### src/hdl/kmet_pkg.sv
`default_nettype none

package kmet_pkg;

    // Width of the scan code: row in the upper three bits, column in the lower three.
    localparam int unsigned CODE_W   = 6;
    localparam int unsigned HALF_W   = 3;
    localparam int unsigned SIZE_W   = 4;
    localparam int unsigned COL_BITS = 8;

    // Byte addresses of the configuration registers.
    localparam logic [2:0] ADDR_NUM_ROWS = 3'd0;
    localparam logic [2:0] ADDR_NUM_COLS = 3'd4;

    // Reset value of both size registers: the full matrix.
    localparam logic [SIZE_W-1:0] SIZE_RESET = 4'd8;

    // One completed auto-scan.
    typedef struct packed {
        logic [COL_BITS-1:0] rows_col0;
        logic [COL_BITS-1:0] rows_col1;
        logic [COL_BITS-1:0] rows_col2;
        logic [COL_BITS-1:0] rows_col3;
        logic [COL_BITS-1:0] rows_col4;
        logic [COL_BITS-1:0] rows_col5;
        logic [COL_BITS-1:0] rows_col6;
        logic [COL_BITS-1:0] rows_col7;
        logic                raw_key_status;
    } t_in_item;

    // One key event or one empty scan-done item.
    typedef struct packed {
        logic              has_event;
        logic [CODE_W-1:0] scan_code;
        logic              key_down;
        logic              still_pressed;
        logic              last;
    } t_out_item;

    // Tracking state of one key.
    typedef struct packed {
        logic prs;  // pressed in this scan
        logic rep;  // press already reported
    } t_key_st;

    // Control shared by every cell of the ring.
    typedef struct packed {
        logic load;   // capture the pressed bits of a new scan
        logic shift;  // rotate the ring by one key
    } t_cell_ctl;

endpackage

`default_nettype wire

### src/hdl/keypad_matrix_event_tracker_top.sv
`default_nettype none

// Channel    Direction  Handshake                    Payload
// in         request    i_in_valid / o_in_stall      i_in_data  (t_in_item)
// out        result     o_out_valid / i_out_stall    o_out_data (t_out_item)
// config     APB        psel, penable, pwrite, ...   num_rows at 0x0, num_cols at 0x4
//
// Each request is captured into the key cells; the ring of key cells then rotates once
// round past the head decoder, and the final result is released from the flush state.
// Reset is synchronous; it clears every key cell, the pressed flag and the sizes to 8.
// A stalled result holds the ring still; the next request is taken once the
// final result of the previous one has entered the output register.

module keypad_matrix_event_tracker_top
    import kmet_pkg::*;
#(
    parameter int unsigned MATRIX_DIM = 8
) (
    input  wire logic        i_clk,
    input  wire logic        i_rst_n,
    input  wire logic        i_in_valid,
    output logic             o_in_stall,
    input  wire t_in_item    i_in_data,
    output logic             o_out_valid,
    input  wire logic        i_out_stall,
    output t_out_item        o_out_data,
    input  wire logic        psel,
    input  wire logic        penable,
    input  wire logic        pwrite,
    input  wire logic [2:0]  paddr,
    input  wire logic [31:0] pwdata,
    output logic [31:0]      prdata,
    output logic             pready
);

    localparam int unsigned NUM_KEYS = MATRIX_DIM * MATRIX_DIM;

    logic [SIZE_W-1:0]   r_num_rows;
    logic [SIZE_W-1:0]   r_num_cols;
    logic                busy;
    logic                start;
    logic [COL_BITS-1:0] col_mask [COL_BITS];
    logic [NUM_KEYS-1:0] hit;
    t_key_st             key_st [NUM_KEYS];
    t_key_st             head_next;
    t_cell_ctl           ctl;

    // Configuration registers.
    always_ff @(posedge i_clk) begin
        if (!i_rst_n) begin
            r_num_rows <= SIZE_RESET;
            r_num_cols <= SIZE_RESET;
        end else if (psel && penable && pwrite) begin
            case (paddr)
                ADDR_NUM_ROWS: r_num_rows <= pwdata[SIZE_W-1:0];
                ADDR_NUM_COLS: r_num_cols <= pwdata[SIZE_W-1:0];
                default: begin
                end
            endcase
        end
    end

    always_comb begin
        case (paddr)
            ADDR_NUM_ROWS: prdata = {28'd0, r_num_rows};
            ADDR_NUM_COLS: prdata = {28'd0, r_num_cols};
            default:       prdata = '0;
        endcase
    end

    assign pready = 1'b1;

    // Requests are taken only while the sequencer is idle.
    assign o_in_stall = busy;
    assign start      = i_in_valid && !busy;

    assign col_mask[0] = i_in_data.rows_col0;
    assign col_mask[1] = i_in_data.rows_col1;
    assign col_mask[2] = i_in_data.rows_col2;
    assign col_mask[3] = i_in_data.rows_col3;
    assign col_mask[4] = i_in_data.rows_col4;
    assign col_mask[5] = i_in_data.rows_col5;
    assign col_mask[6] = i_in_data.rows_col6;
    assign col_mask[7] = i_in_data.rows_col7;

    // Ring of key cells in row-major order; cell 0 is the head.
    for (genvar i = 0; i < NUM_KEYS; i++) begin : g_cell
        localparam int unsigned ROW = i / MATRIX_DIM;
        localparam int unsigned COL = i % MATRIX_DIM;
        localparam logic [SIZE_W-1:0] ROW_L = SIZE_W'(ROW);
        localparam logic [SIZE_W-1:0] COL_L = SIZE_W'(COL);

        t_key_st shift_in;

        // A set bit counts only inside the configured size.
        assign hit[i] = col_mask[COL][ROW] && (ROW_L < r_num_rows) && (COL_L < r_num_cols);

        if (i == NUM_KEYS - 1) begin : g_tail
            assign shift_in = head_next;
        end else begin : g_mid
            assign shift_in = key_st[i+1];
        end

        kmet_cell u_cell (
            .i_clk      (i_clk),
            .i_rst_n    (i_rst_n),
            .i_ctl      (ctl),
            .i_load_prs (hit[i] && i_in_data.raw_key_status),
            .i_shift_in (shift_in),
            .o_state    (key_st[i])
        );
    end

    // Sequencer, head decoder and result register.
    kmet_sweep #(
        .MATRIX_DIM (MATRIX_DIM)
    ) u_sweep (
        .i_clk       (i_clk),
        .i_rst_n     (i_rst_n),
        .i_start     (start),
        .i_any_hit   (|hit),
        .i_raw       (i_in_data.raw_key_status),
        .i_num_rows  (r_num_rows),
        .i_num_cols  (r_num_cols),
        .i_head      (key_st[0]),
        .o_head_next (head_next),
        .o_ctl       (ctl),
        .o_busy      (busy),
        .o_out_valid (o_out_valid),
        .i_out_stall (i_out_stall),
        .o_out_data  (o_out_data)
    );

endmodule

`default_nettype wire

### src/hdl/kmet_cell.sv
`default_nettype none

module kmet_cell
    import kmet_pkg::*;
(
    input  wire logic      i_clk,
    input  wire logic      i_rst_n,
    input  wire t_cell_ctl i_ctl,
    input  wire logic      i_load_prs,
    input  wire t_key_st   i_shift_in,
    output t_key_st        o_state
);

    t_key_st r_state;
    t_key_st n_state;

    // A new scan only sets the pressed bit; the ring rotation moves the whole state on.
    always_comb begin
        n_state = r_state;
        if (i_ctl.load) begin
            n_state.prs = i_load_prs;
        end else if (i_ctl.shift) begin
            n_state = i_shift_in;
        end
    end

    always_ff @(posedge i_clk) begin
        if (!i_rst_n) begin
            r_state <= '0;
        end else begin
            r_state <= n_state;
        end
    end

    assign o_state = r_state;

endmodule

`default_nettype wire

### src/hdl/kmet_sweep.sv
`default_nettype none

module kmet_sweep
    import kmet_pkg::*;
#(
    parameter int unsigned MATRIX_DIM = 8
) (
    input  wire logic              i_clk,
    input  wire logic              i_rst_n,
    input  wire logic              i_start,
    input  wire logic              i_any_hit,
    input  wire logic              i_raw,
    input  wire logic [SIZE_W-1:0] i_num_rows,
    input  wire logic [SIZE_W-1:0] i_num_cols,
    input  wire t_key_st           i_head,
    output t_key_st                o_head_next,
    output t_cell_ctl              o_ctl,
    output logic                   o_busy,
    output logic                   o_out_valid,
    input  wire logic              i_out_stall,
    output t_out_item              o_out_data
);

    localparam int unsigned POS_W = $clog2(MATRIX_DIM);
    localparam logic [POS_W-1:0] POS_LAST = POS_W'(MATRIX_DIM - 1);

    typedef enum logic [2:0] {
        ST_IDLE  = 3'b001,
        ST_SWEEP = 3'b010,
        ST_FLUSH = 3'b100
    } t_state;

    t_state           r_state, n_state;
    logic [POS_W-1:0] r_row, n_row;
    logic [POS_W-1:0] r_col, n_col;
    logic             r_sticky, n_sticky;
    logic             r_pvalid, n_pvalid;
    logic [CODE_W-1:0] r_pcode, n_pcode;
    logic             r_pdown, n_pdown;
    logic             r_ovalid, n_ovalid;
    t_out_item        r_out, n_out;

    logic             slot_free;
    logic             in_range;
    logic             head_event;
    logic [CODE_W-1:0] head_code;

    // The output register can take a new result when empty or being drained.
    assign slot_free = !r_ovalid || !i_out_stall;

    // Decode the key at the head of the ring.
    assign in_range   = (SIZE_W'(r_row) < i_num_rows) && (SIZE_W'(r_col) < i_num_cols);
    assign head_event = in_range && (i_head.rep ^ i_head.prs);
    assign head_code  = {HALF_W'(r_row), HALF_W'(r_col)};

    // A key in range ends the scan reported exactly when it was pressed in it.
    always_comb begin
        o_head_next = i_head;
        if (in_range) begin
            o_head_next.rep = i_head.prs;
            o_head_next.prs = 1'b0;
        end
    end

    assign o_ctl.load  = i_start;
    assign o_ctl.shift = (r_state == ST_SWEEP) && slot_free;

    // Sequencer: rotate the ring once round, holding back one event so that
    // the final one can carry the last flag.
    always_comb begin
        n_state  = r_state;
        n_row    = r_row;
        n_col    = r_col;
        n_sticky = r_sticky;
        n_pvalid = r_pvalid;
        n_pcode  = r_pcode;
        n_pdown  = r_pdown;
        n_ovalid = r_ovalid && i_out_stall;
        n_out    = r_out;
        case (r_state)
            ST_IDLE: begin
                if (i_start) begin
                    n_state = ST_SWEEP;
                    n_row   = '0;
                    n_col   = '0;
                    if (i_any_hit) begin
                        n_sticky = i_raw;
                    end
                end
            end
            ST_SWEEP: begin
                if (slot_free) begin
                    if (head_event) begin
                        if (r_pvalid) begin
                            n_ovalid = 1'b1;
                            n_out    = '{has_event: 1'b1, scan_code: r_pcode,
                                         key_down: r_pdown, still_pressed: r_sticky,
                                         last: 1'b0};
                        end
                        n_pvalid = 1'b1;
                        n_pcode  = head_code;
                        n_pdown  = i_head.prs;
                    end
                    if (r_col == POS_LAST) begin
                        n_col = '0;
                        n_row = r_row + 1'b1;
                        if (r_row == POS_LAST) begin
                            n_state = ST_FLUSH;
                        end
                    end else begin
                        n_col = r_col + 1'b1;
                    end
                end
            end
            ST_FLUSH: begin
                if (slot_free) begin
                    n_ovalid = 1'b1;
                    if (r_pvalid) begin
                        n_out = '{has_event: 1'b1, scan_code: r_pcode, key_down: r_pdown,
                                  still_pressed: r_sticky, last: 1'b1};
                    end else begin
                        n_out = '{has_event: 1'b0, scan_code: '0, key_down: 1'b0,
                                  still_pressed: r_sticky, last: 1'b1};
                    end
                    n_pvalid = 1'b0;
                    n_state  = ST_IDLE;
                end
            end
            default: begin
                n_state = ST_IDLE;
            end
        endcase
    end

    always_ff @(posedge i_clk) begin
        if (!i_rst_n) begin
            r_state  <= ST_IDLE;
            r_row    <= '0;
            r_col    <= '0;
            r_sticky <= 1'b0;
            r_pvalid <= 1'b0;
            r_ovalid <= 1'b0;
        end else begin
            r_state  <= n_state;
            r_row    <= n_row;
            r_col    <= n_col;
            r_sticky <= n_sticky;
            r_pvalid <= n_pvalid;
            r_ovalid <= n_ovalid;
        end
    end

    // Payload registers need no reset.
    always_ff @(posedge i_clk) begin
        r_pcode <= n_pcode;
        r_pdown <= n_pdown;
        r_out   <= n_out;
    end

    assign o_busy      = (r_state != ST_IDLE);
    assign o_out_valid = r_ovalid;
    assign o_out_data  = r_out;

endmodule

`default_nettype wire

### config.mk
export PLATFORM = sky130hd
export DESIGN_NAME = keypad_matrix_event_tracker_top
export DESIGN_NICKNAME = d
export VERILOG_FILES = /design/src/hdl/kmet_pkg.sv /design/src/hdl/keypad_matrix_event_tracker_top.sv /design/src/hdl/kmet_cell.sv /design/src/hdl/kmet_sweep.sv
export SDC_FILE = /design/constraint.sdc
export NUM_CORES = 1
export LEC_CHECK = 0
export ABC_AREA = 1
export BUFFER_PORTS_ARGS = -buffer_cell sky130_fd_sc_hd__buf_2
export CORE_ASPECT_RATIO = 0.6
export CORE_MARGIN = 2
export CORE_UTILIZATION = 40
export DETAILED_ROUTE_END_ITERATION = 8
export PLACE_DENSITY_LB_ADDON = 0.2
export SLEW_MARGIN = 30
export SYNTH_ARGS = -nofsm -noshare
export SYNTH_HDL_FRONTEND = slang
export SYNTH_HIERARCHICAL = 1
export SYNTH_SLANG_ARGS = --single-unit
### constraint.sdc
create_clock -name i_clk -period 16.1 [get_ports i_clk]
set_input_delay 2.415 -clock i_clk [delete_from_list [all_inputs] [get_ports i_clk]]
set_output_delay 2.415 -clock i_clk [all_outputs]
set_load 0.01 [all_outputs]
==> metrics, run 1 <==
flop2flop setup slack 13.30 ns; max-slew violations 0; Diodes inserted 0; Worst-Margin Slew approximately 0.84 ns; Worst Slack Setup Final between 10 and 15 ns; worst reg2reg startpoint u_sweep/r_state[2]; vias in the first global route approximately 7.9k; register area share after synthesis 36.0%; Post-Place Worst Slack approximately 11 ns; core area about 23000 sq um; Worst path slowest cell o21ai_0; mapped cell area between 9000 and 10000 sq um; # DRC 0; drt wl/cell around 13 um; CTS Root Cell clkbuf_16; initial antenna violation count 0; area taken by multi-input logic gates approximately 4500 sq um; Synth Register Bits 165; CTS max path bufs 2; crit path from paddr[1]; first-pass GRT wire length ~41000 um; setup TNS 0 ns; TritonCTS buffer count 17; hold_buf cts 0; reg2reg end g_cell[62].u_cell/o_state[0]; First-pass DRT Iterations 5; mean post-synth cell area about 6.2 sq um; Final Hold Vio Count 0; HPWL after detailed placement ~18000 um; GPL Wtd Cong 0.818; postcts setup bufs 0; dominant combinational cell family by area after synthesis simple AND/OR/NAND/NOR gates; GRT Resource Usage Total between 20% and 30%; CTS tree yes; final WL about 25000 um; Hold Crit Class reg2reg; R2R depth 8; vias per std cell approximately 4.5; largest fanout on the critical path 5; post-synthesis cell count around 1.5k; row cnt 43; largest net degree at the start of global routing about 110; CP Cell Sequence buf_2 -> nor2_1 -> nand2_1 -> o21ai_0 -> buf_2; layout cells sized above 1 about 9.7%; critical path endpoint prdata[0]; Layout fillers between 2k and 2.5k; synth warn 6; Worst-Skew Late Latency 0.44 ns; die area 25400 sq um; post-layout min period 5.57 ns; Final period util between 30 and 40%; Worst Path Buf+Inv 2; outcome complete, no violations; RSZ-0062 raised after global routing no; Worst-path clk slew roughly 0.070 ns; Synth-to-Final Area Change 13.7%; Slew HR 44.0%; power per cell area ~120 nW/um^2; Leak approximately 5.4 nW; slowest stage delay, CP 0.18 ns; PortBufs 94; Die Span Y roughly 120 um; post-CTS resize count 0; H-Tree Depth 4; # IOs around 150; compound-gate portion of the synthesized area about 11%; clk sinks around 170; DRT antenna net count 0; Crit path max-delay family simple AND/OR/NAND/NOR gates; DR iter-0 viols 600; starting density of the core between 40% and 50%; register area 3470 sq um; Synth Area in XOR/XNOR 0%; Critical Path RT roughly 14 ns; post-synthesis adder-cell area fraction between 1 and 1.5%; Die Wd around 200 um; most used cell, CP buf_2; Max Freq between 0.15 and 0.2 GHz; crit path kind in2out; grt ovf 0; Synth Area in Simple Gates about a third; post-synthesis mux area share 0%; max-cap violations 0; Via Count between 8k and 9k; # setup viols final 0; Peak VDD IR approximately 73 uV; Worst Setup End Kind output port; Yosys cell types 34; CP Launch Type input pin; fin nets roughly 1.8k; Worst Path Arrival roughly 3.2 ns; Crit path depth 5; skew final about 0.012 ns
per-layer routing:
| metal | share of wire (%) | vias to the layer above | global-route usage (%) |
|---|---|---|---|
| li1 | - | 4828 | - |
| met1 | 52 | 3929 | 30.1 |
| met2 | 42 | 156 | 29.1 |
| met3 | 3.9 | 32 | 4.33 |
| met4 | 2.3 | 0 | 6.95 |
| met5 | 0 | - | 0 |
cells in the mapped netlist:
master,n,area [sq um]
inv_1,386,1450
nand2_1,362,1360
nand3_1,178,891
nor2_1,178,668
dfxtp_1,148,2960
a21oi_1,83,415
a21boi_0,66,495
buf_4,30,225
o21ai_0,18,90.1
edfxtp_1,17,510
nor3_1,15,75.1
nand2_4,10,113
ha_1,8,100
clkbuf_1,6,22.5
inv_2,6,22.5
nor2_2,4,25.0
clkinv_2,3,15.0
nand2_2,3,18.8
o22ai_1,3,18.8
buf_6,2,22.5
conb_1,2,7.51
nand4_1,2,12.5
a211oi_1,1,7.51
a211oi_2,1,12.5
a21o_1,1,7.51
clkinv_1,1,3.75
inv_4,1,6.26
inv_6,1,8.76
nor2_4,1,11.3
nor2_8,1,20.0
nor3_2,1,10.0
nor4_1,1,6.26
o21ai_4,1,16.3
or2_2,1,6.26
worst min path at each step:
| stage | slack (ns) | cells after the start | endpoint | from |
|---|---|---|---|---|
| after floorplan | 0.41 | 0 | u_sweep/o_out_data[1] | u_sweep/r_sticky |
| after global placement | 0.45 | 0 | u_sweep/r_pcode[0] | u_sweep/r_col[0] |
| after detailed placement | 0.46 | 0 | u_sweep/r_pcode[0] | u_sweep/r_col[0] |
| after CTS | 0.47 | 0 | u_sweep/r_pcode[0] | u_sweep/r_col[0] |
| after global routing | 0.48 | 0 | u_sweep/r_pcode[3] | u_sweep/r_row[0] |
| final | 0.47 | 0 | u_sweep/r_pcode[0] | u_sweep/r_col[0] |
power breakdown:
part	switching [mW]	internal (mW)	total (mW)
clock	0.171	0.236	0.408
sequential	0.0466	0.501	0.547
combinational	0.256	0.136	0.392
placed cells by master, fill, tap and decap left out, types with 2 or more instances in the layout:
master	n
nor2_1	177
bufinv_16	2
o21ai_0	18
nor2_2	4
inv_1	385
edfxtp_1	17
buf_4	5
conb_1	29
buf_2	93
clkinv_4	2
nand2_4	10
inv_2	6
nor3_1	15
clkbuf_8	2
ha_1	8
inv_6	2
clkinvlp_4	3
nand4_1	2
nand2_1	362
clkbuf_16	17
nand2_2	3
o22ai_1	3
clkbuf_1	5
a21boi_0	66
dfxtp_1	148
a21oi_1	83
clkinv_2	3
nand3_1	178
nor2_4	2
area by class of cell:
cell class / count / share of cell area, %
clock buffer: 24 / 4.30
clock inverter: 7 / 0.913
inverter: 398 / 13.8
multi-input combinational: 968 / 41.0
sequential: 165 / 31.7
tap: 315 / 3.60
timing repair buffer: 99 / 4.69
metrics by stage:
step	power, mW	std cells	hold WS [ns]	instance area [sq um]	utilization, %
2_1_floorplan	0.861	1569	0.408	9740	-
3_3_place_gp	0.934	1945	0.452	10400	44.5
3_5_place_dp	0.944	1945	0.456	10400	44.5
4_1_cts	1.35	1976	0.472	11000	46.9
5_1_grt	1.45	1976	0.480	11000	46.9
6_report	1.35	1976	0.472	11000	46.9
worst register-to-register path: cells and delay by family (launching register included):
| kind | cells | cell delay, ns |
|---|---|---|
| simple gates | 5 | 1.28 |
| buf+inv | 3 | 1.12 |
| flops | 1 | 0.34 |
cells by family after synthesis:
logic type                 count (synthesis)
other                                      2
adders and majority gates                  8
and+or+nand+nor                          757
DFF                                      165
buffers and inverters                    436
AOI/OAI and AO/OA                        174
state kept, by name, indices dropped and copies added, names as in the netlist, 3 cells and up:
register and flops:
g_cell.u_cell/o_state 128, u_sweep/o_out_data 10, u_sweep/r_pcode 6, r_num_cols 4, r_num_rows 4, u_sweep/r_col 3, u_sweep/r_row 3, u_sweep/r_state 3
(Power assumes the default switching activity.)
==> inputs of run 2 (changes only) <==
- clock period: 16.1 -> 5.8 ns (I/O delays scaled with it)
==> run 2 against run 1 <==
Against the previous run:
- die area did not move
- global-route usage is 0.32 points lower
- worst setup slack worse by 7.6 ns
- critical path depth is 4 higher
- core utilization up 0.37 points
- first-iteration DRC count rose by 13%
- register-to-register slack got worse by 10 ns
- clock skew down 0.0017 ns
==> metrics, run 2 (synthesis results as in run 1) <==
outcome complete, no violations (unchanged); GRT Resource Usage Total 20.1% (was 20.4%); Leak 5.46 nW (was 5.41 nW); Worst-Skew Late Latency 0.44 ns (about the same); GPL Wtd Cong 0.829 (was 0.818); HPWL after detailed placement 17600 um (was 17500 um); CP Launch Type flop (was input pin); max-cap violations 0 (unchanged); DR iter-0 viols 676 (was 600); Max Freq 0.351 GHz; # setup viols final 0 (unchanged); drt wl/cell 12.7 um (was 12.9 um); largest fanout on the critical path 72 (was 5); RSZ-0062 raised after global routing no (unchanged); Worst Path Arrival 3.23 ns (was 3.16 ns); hold_buf cts 0 (unchanged); TritonCTS buffer count 17 (unchanged); most frequent cells in the layout 385 x inv_1, 362 x nand2_1, 178 x nand3_1, 177 x nor2_1, 148 x dfxtp_1 (unchanged); Peak VDD IR 212 uV (was 72.7 uV); crit path kind reg2reg (was in2out); core area 23300 sq um (unchanged); postcts setup bufs 0 (unchanged); die area 25400 sq um (unchanged); met1 usage 29.4% (was 30.1%); Slew HR 42.9% (was 44.0%); starting density of the core 41.3% (unchanged); fin cells 1978 (was 1976); PortBufs 94 (unchanged); Via Count 8952 (was 8945); commonest non-fill, non-tap cell in the layout inv_1 (unchanged); vias in the first global route 7877 (was 7903); layout cells sized above 1 10.0% (was 9.69%); Die Wd 204 um (unchanged); largest net degree at the start of global routing 125 (was 113); final WL 25100 um (was 25400 um); clk sinks 165 (unchanged); CTS max path bufs 2 (unchanged); fin nets 1765 (was 1764); max reg flops 128 (unchanged); Worst-path clk slew 0.06 ns (was 0.07 ns); Synth-to-Final Area Change 14.6% (was 13.7%); Diodes inserted 0 (unchanged); grt ovf 0 (unchanged); DRT antenna net count 0 (unchanged); First-pass DRT Iterations 5 (unchanged); Worst Setup End Kind flop (was output port); max-slew violations 0 (unchanged); setup TNS 0 ns (unchanged); H-Tree Depth 4 (unchanged); # DRC 0 (unchanged); # IOs 152 (unchanged); GR Util met2 29.2% (was 29.1%); Worst-Margin Slew 0.853 ns (was 0.836 ns); Final period util roughly 50%; dpl cells 1946 (was 1945); power per cell area 351 nW/um^2 (was 123 nW/um^2); Tot Pwr 3.88 mW (was 1.35 mW); CTS tree yes (unchanged); skew final 0.0104 ns (was 0.0121 ns); post-CTS resize count 0 (unchanged); layer carrying the most global-route usage met1 (unchanged); Final Hold Vio Count 0 (unchanged); CTS Root Cell clkbuf_16 (unchanged); initial antenna violation count 0 (unchanged); first-pass GRT wire length 40400 um (was 40900 um); Critical Path RT 6.18 ns (was 13.69 ns); Hold Crit Class reg2reg (unchanged); Die Span Y 124 um (unchanged); GRT met3 Usage 4.22% (was 4.33%); row cnt 43 (unchanged); vias per std cell 4.53 (about the same); post-layout min period roughly 2.8 ns
run 2: changes by cell type in the layout (fill, tap and decap cells not counted), moves of 2 or more:
cell,previous run,this run
buf_4,5,7
bufinv_16,2,5
clkbuf_1,5,1
clkinv_2,3,5
run 2: power by group:
part	leakage, nW	switching (mW)	internal [mW]
Combinational	3.78	0.708	0.378
Clock	0.314	0.488	0.781
Sequential	1.36	0.132	1.39
Total	5.46	1.33	2.55
run 2: cell type report:
class                      instances  area (sq um)
timing repair buffer             100           518
multi-input combinational        968          4500
clock inverter                    12           201
inverter                         398          1510
fill                            2445         12300
tap                              315           394
sequential                       165          3470
clock buffer                      20           450
run 2: critical path, stage by stage, from the launching register on:
cell and delay (ns):
dfxtp_1 0.33, nor3_2 0.45, inv_1 0.17, nor2_4 0.12, buf_4 0.57, buf_4 0.61
inv_1 0.18, nand3_1 0.13, nand2_1 0.06, nor2_1 0.09
run 2: per-layer routing:
layer | share of wire [%] | vias up
met5 | 0 | -
met4 | 2.1 | 0
met3 | 5.0 | 32
met2 | 42 | 193
met1 | 51 | 3894
li1 | - | 4833
run 2: final timing paths:
| check | endpoint | slack (ns) | start | depth (start not counted) |
|---|---|---|---|---|
| worst max-delay path | g_cell[33].u_cell/o_state[0] | 2.95 | u_sweep/r_state[2] | 9 |
| worst min-delay path | u_sweep/r_pcode[0] | 0.47 | u_sweep/r_col[0] | 0 |
| worst max register to register | g_cell[33].u_cell/o_state[0] | 2.95 | u_sweep/r_state[2] | 9 |
| worst min register to register | u_sweep/r_pcode[0] | 0.47 | u_sweep/r_col[0] | 0 |
run 2: metrics by stage:
step           utilization (%)  area, sq um  setup slack (ns)  hold slack [ns]
5_1_grt                   47.3        11000              2.70            0.486
6_report                  47.3        11000              2.95            0.474
3_3_place_gp              44.5        10400              2.86            0.454
2_1_floorplan                -         9740             0.270            0.408
3_5_place_dp              44.5        10400              2.86            0.466
4_1_cts                   47.3        11000              2.98            0.482
==> inputs of run 3 (changes only) <==
- clock period: 5.8 -> 2.9 ns (I/O delays scaled with it)
==> run 3 against run 2 <==
Against the previous run:
- critical path depth increased by 4
- register-to-register slack got worse by 2.4 ns
- core utilization increased by 0.096 points
- worst setup slack got worse by 2.4 ns
- count of clock-buffer cells in the layout decreased by 3
- design area increased by 0.20%
- sequential cell count unchanged
- largest cell class unchanged
- combinational power increased by 100%
==> metrics, run 3 (synthesis results as in run 1) <==
outcome complete, no violations (unchanged); Synth-to-Final Area Change 14.9% (was 14.6%); Layout fillers 2497 (was 2445); HPWL after detailed placement 17800 um (was 17600 um); setup TNS 0 ns (unchanged); first-pass GRT wire length 41600 um (was 40400 um); Hold Path Origin pwdata[3] (was u_sweep/r_col[0]); fin nets 1771 (was 1765); vias per std cell 4.51 (was 4.53); max-slew violations 0 (unchanged); power per cell area 674 nW/um^2 (was 351 nW/um^2); max-cap violations 0 (unchanged); Via Count 8941 (was 8952); # IOs 152 (unchanged); GPL Wtd Cong 0.810 (was 0.829); # DRC 0 (unchanged); clk sinks 165 (unchanged); Slew HR 52.0% (was 42.9%); final core utilization 47.4% (was 47.3%); RSZ-0062 raised after global routing no (unchanged); core area 23300 sq um (unchanged); post-CTS resize count 0 (unchanged); Worst Path Arrival 2.68 ns (was 3.23 ns); crit path kind reg2reg (unchanged); DR iter-0 viols 647 (was 676); grt ovf 0 (unchanged); H-Tree Depth 4 (unchanged); # setup viols final 0 (unchanged); dpl cells 1951 (was 1946); post-layout min period 2.35 ns (was 2.85 ns); DRT antenna net count 0 (unchanged); Final Hold Vio Count 0 (unchanged); largest net degree at the start of global routing 257 (was 125); Worst-path clk slew 0.07 ns (was 0.06 ns); worst reg2reg startpoint u_sweep/r_state[1] (was u_sweep/r_state[2]); GRT Resource Usage Total 20.6% (was 20.1%); starting density of the core 41.3% (unchanged); row cnt 43 (unchanged); Die Span Y 124 um (unchanged); Diodes inserted 0 (unchanged); CP Launch Type flop (unchanged); Leak 5.44 nW (was 5.46 nW); Worst-Skew Late Latency 0.44 ns (about the same); First-pass DRT Iterations 5 (unchanged); register area 3480 sq um (was 3470 sq um); crit path from u_sweep/r_state[1] (was u_sweep/r_state[2]); initial antenna violation count 0 (unchanged); layout cells sized above 1 10.5% (was 10.0%); fin cells 1984 (was 1978); TritonCTS buffer count 17 (unchanged); hold_buf cts 0 (unchanged); Final period util 81.0% (was 49.1%); Worst Setup End Kind flop (unchanged); CTS tree yes (unchanged); PortBufs 94 (unchanged); Worst-Margin Slew 0.718 ns (was 0.853 ns); commonest non-fill, non-tap cell in the layout inv_1 (unchanged); Critical Path RT 3.23 ns (was 6.18 ns); Max Freq 0.426 GHz (was 0.351 GHz); most frequent cells in the layout 384 x inv_1, 362 x nand2_1, 178 x nand3_1, 177 x nor2_1, 146 x dfxtp_1 (was 385 x inv_1, 362 x nand2_1, 178 x nand3_1, 177 x nor2_1, 148 x dfxtp_1); Hold Crit Class in2reg (was reg2reg); vias in the first global route 8096 (was 7877); final WL 25400 um (was 25100 um); area taken by multi-input logic gates 4500 sq um (unchanged); Peak VDD IR 434 uV (was 212 uV); drt wl/cell 12.8 um (was 12.7 um); CTS Root Cell clkbuf_16 (unchanged); die area 25400 sq um (unchanged); skew final 0.0121 ns (was 0.0104 ns); CTS max path bufs 2 (unchanged); Die Wd 204 um (unchanged); max reg flops 128 (unchanged); postcts setup bufs 0 (unchanged); largest fanout on the critical path 171 (was 72)
run 3: changes by cell type in the layout (fill, tap and decap cells not counted), moves of 2 or more:
cell	previous run	this run
buf_12	0	4
bufinv_16	5	1
clkinv_1	1	3
clkinvlp_4	2	6
dfxtp_1	148	146
dfxtp_2	0	2
inv_2	5	7
inv_4	2	0
inv_6	3	5
run 3: per-stage QoR:
stage	hold WS (ns)	area, sq um	setup slack [ns]	power [mW]
final	0.220	11100	0.550	7.46
after global routing	0.221	11100	0.394	8.02
after CTS	0.203	11000	0.671	7.50
after detailed placement	0.439	10500	0.678	5.29
after global placement	0.419	10500	0.701	5.24
after floorplan	0.408	9750	-0.794	4.78
run 3: power breakdown:
group	internal, mW	switching [mW]	leakage [nW]
clock	1.18	1.01	0.257
sequential	2.78	0.259	1.36
combinational	0.801	1.42	3.82
total	4.77	2.69	5.44
run 3: per-layer routing:
metal	global-route usage [%]	vias up	share of wire [%]
met5	0	-	0
met4	5.58	0	1.6
met3	4.14	23	4.5
met2	29.7	156	41
met1	30.8	3924	53
li1	-	4838	-
run 3: final cells by class:
type,instances,share of cell area (%)
timing repair buffer,106,5.72
clock inverter,15,1.20
inverter,398,13.7
tap,315,3.56
multi-input combinational,968,40.6
clock buffer,17,3.84
sequential,165,31.4
run 3: worst paths after layout:
path / end / slack, ns / depth (start not counted)
worst max-delay path: g_cell[48].u_cell/o_state[1] / 0.55 / 13
worst min-delay path: r_num_rows[3] / 0.22 / 3
worst max register to register: g_cell[48].u_cell/o_state[1] / 0.55 / 13
worst min register to register: u_sweep/o_out_data[1] / 0.46 / 0
run 3: critical path, stage by stage, from the launching register on:
cell	delay, ns
dfxtp_2	0.35
inv_2	0.04
nor2_2	0.11
nand2_4	0.11
inv_6	0.12
nand2_4	0.07
clkinvlp_4	0.10
buf_12	0.29
buf_16	0.44
inv_1	0.10
nand2_1	0.08
nand3_1	0.08
nand2_1	0.06
inv_1	0.04
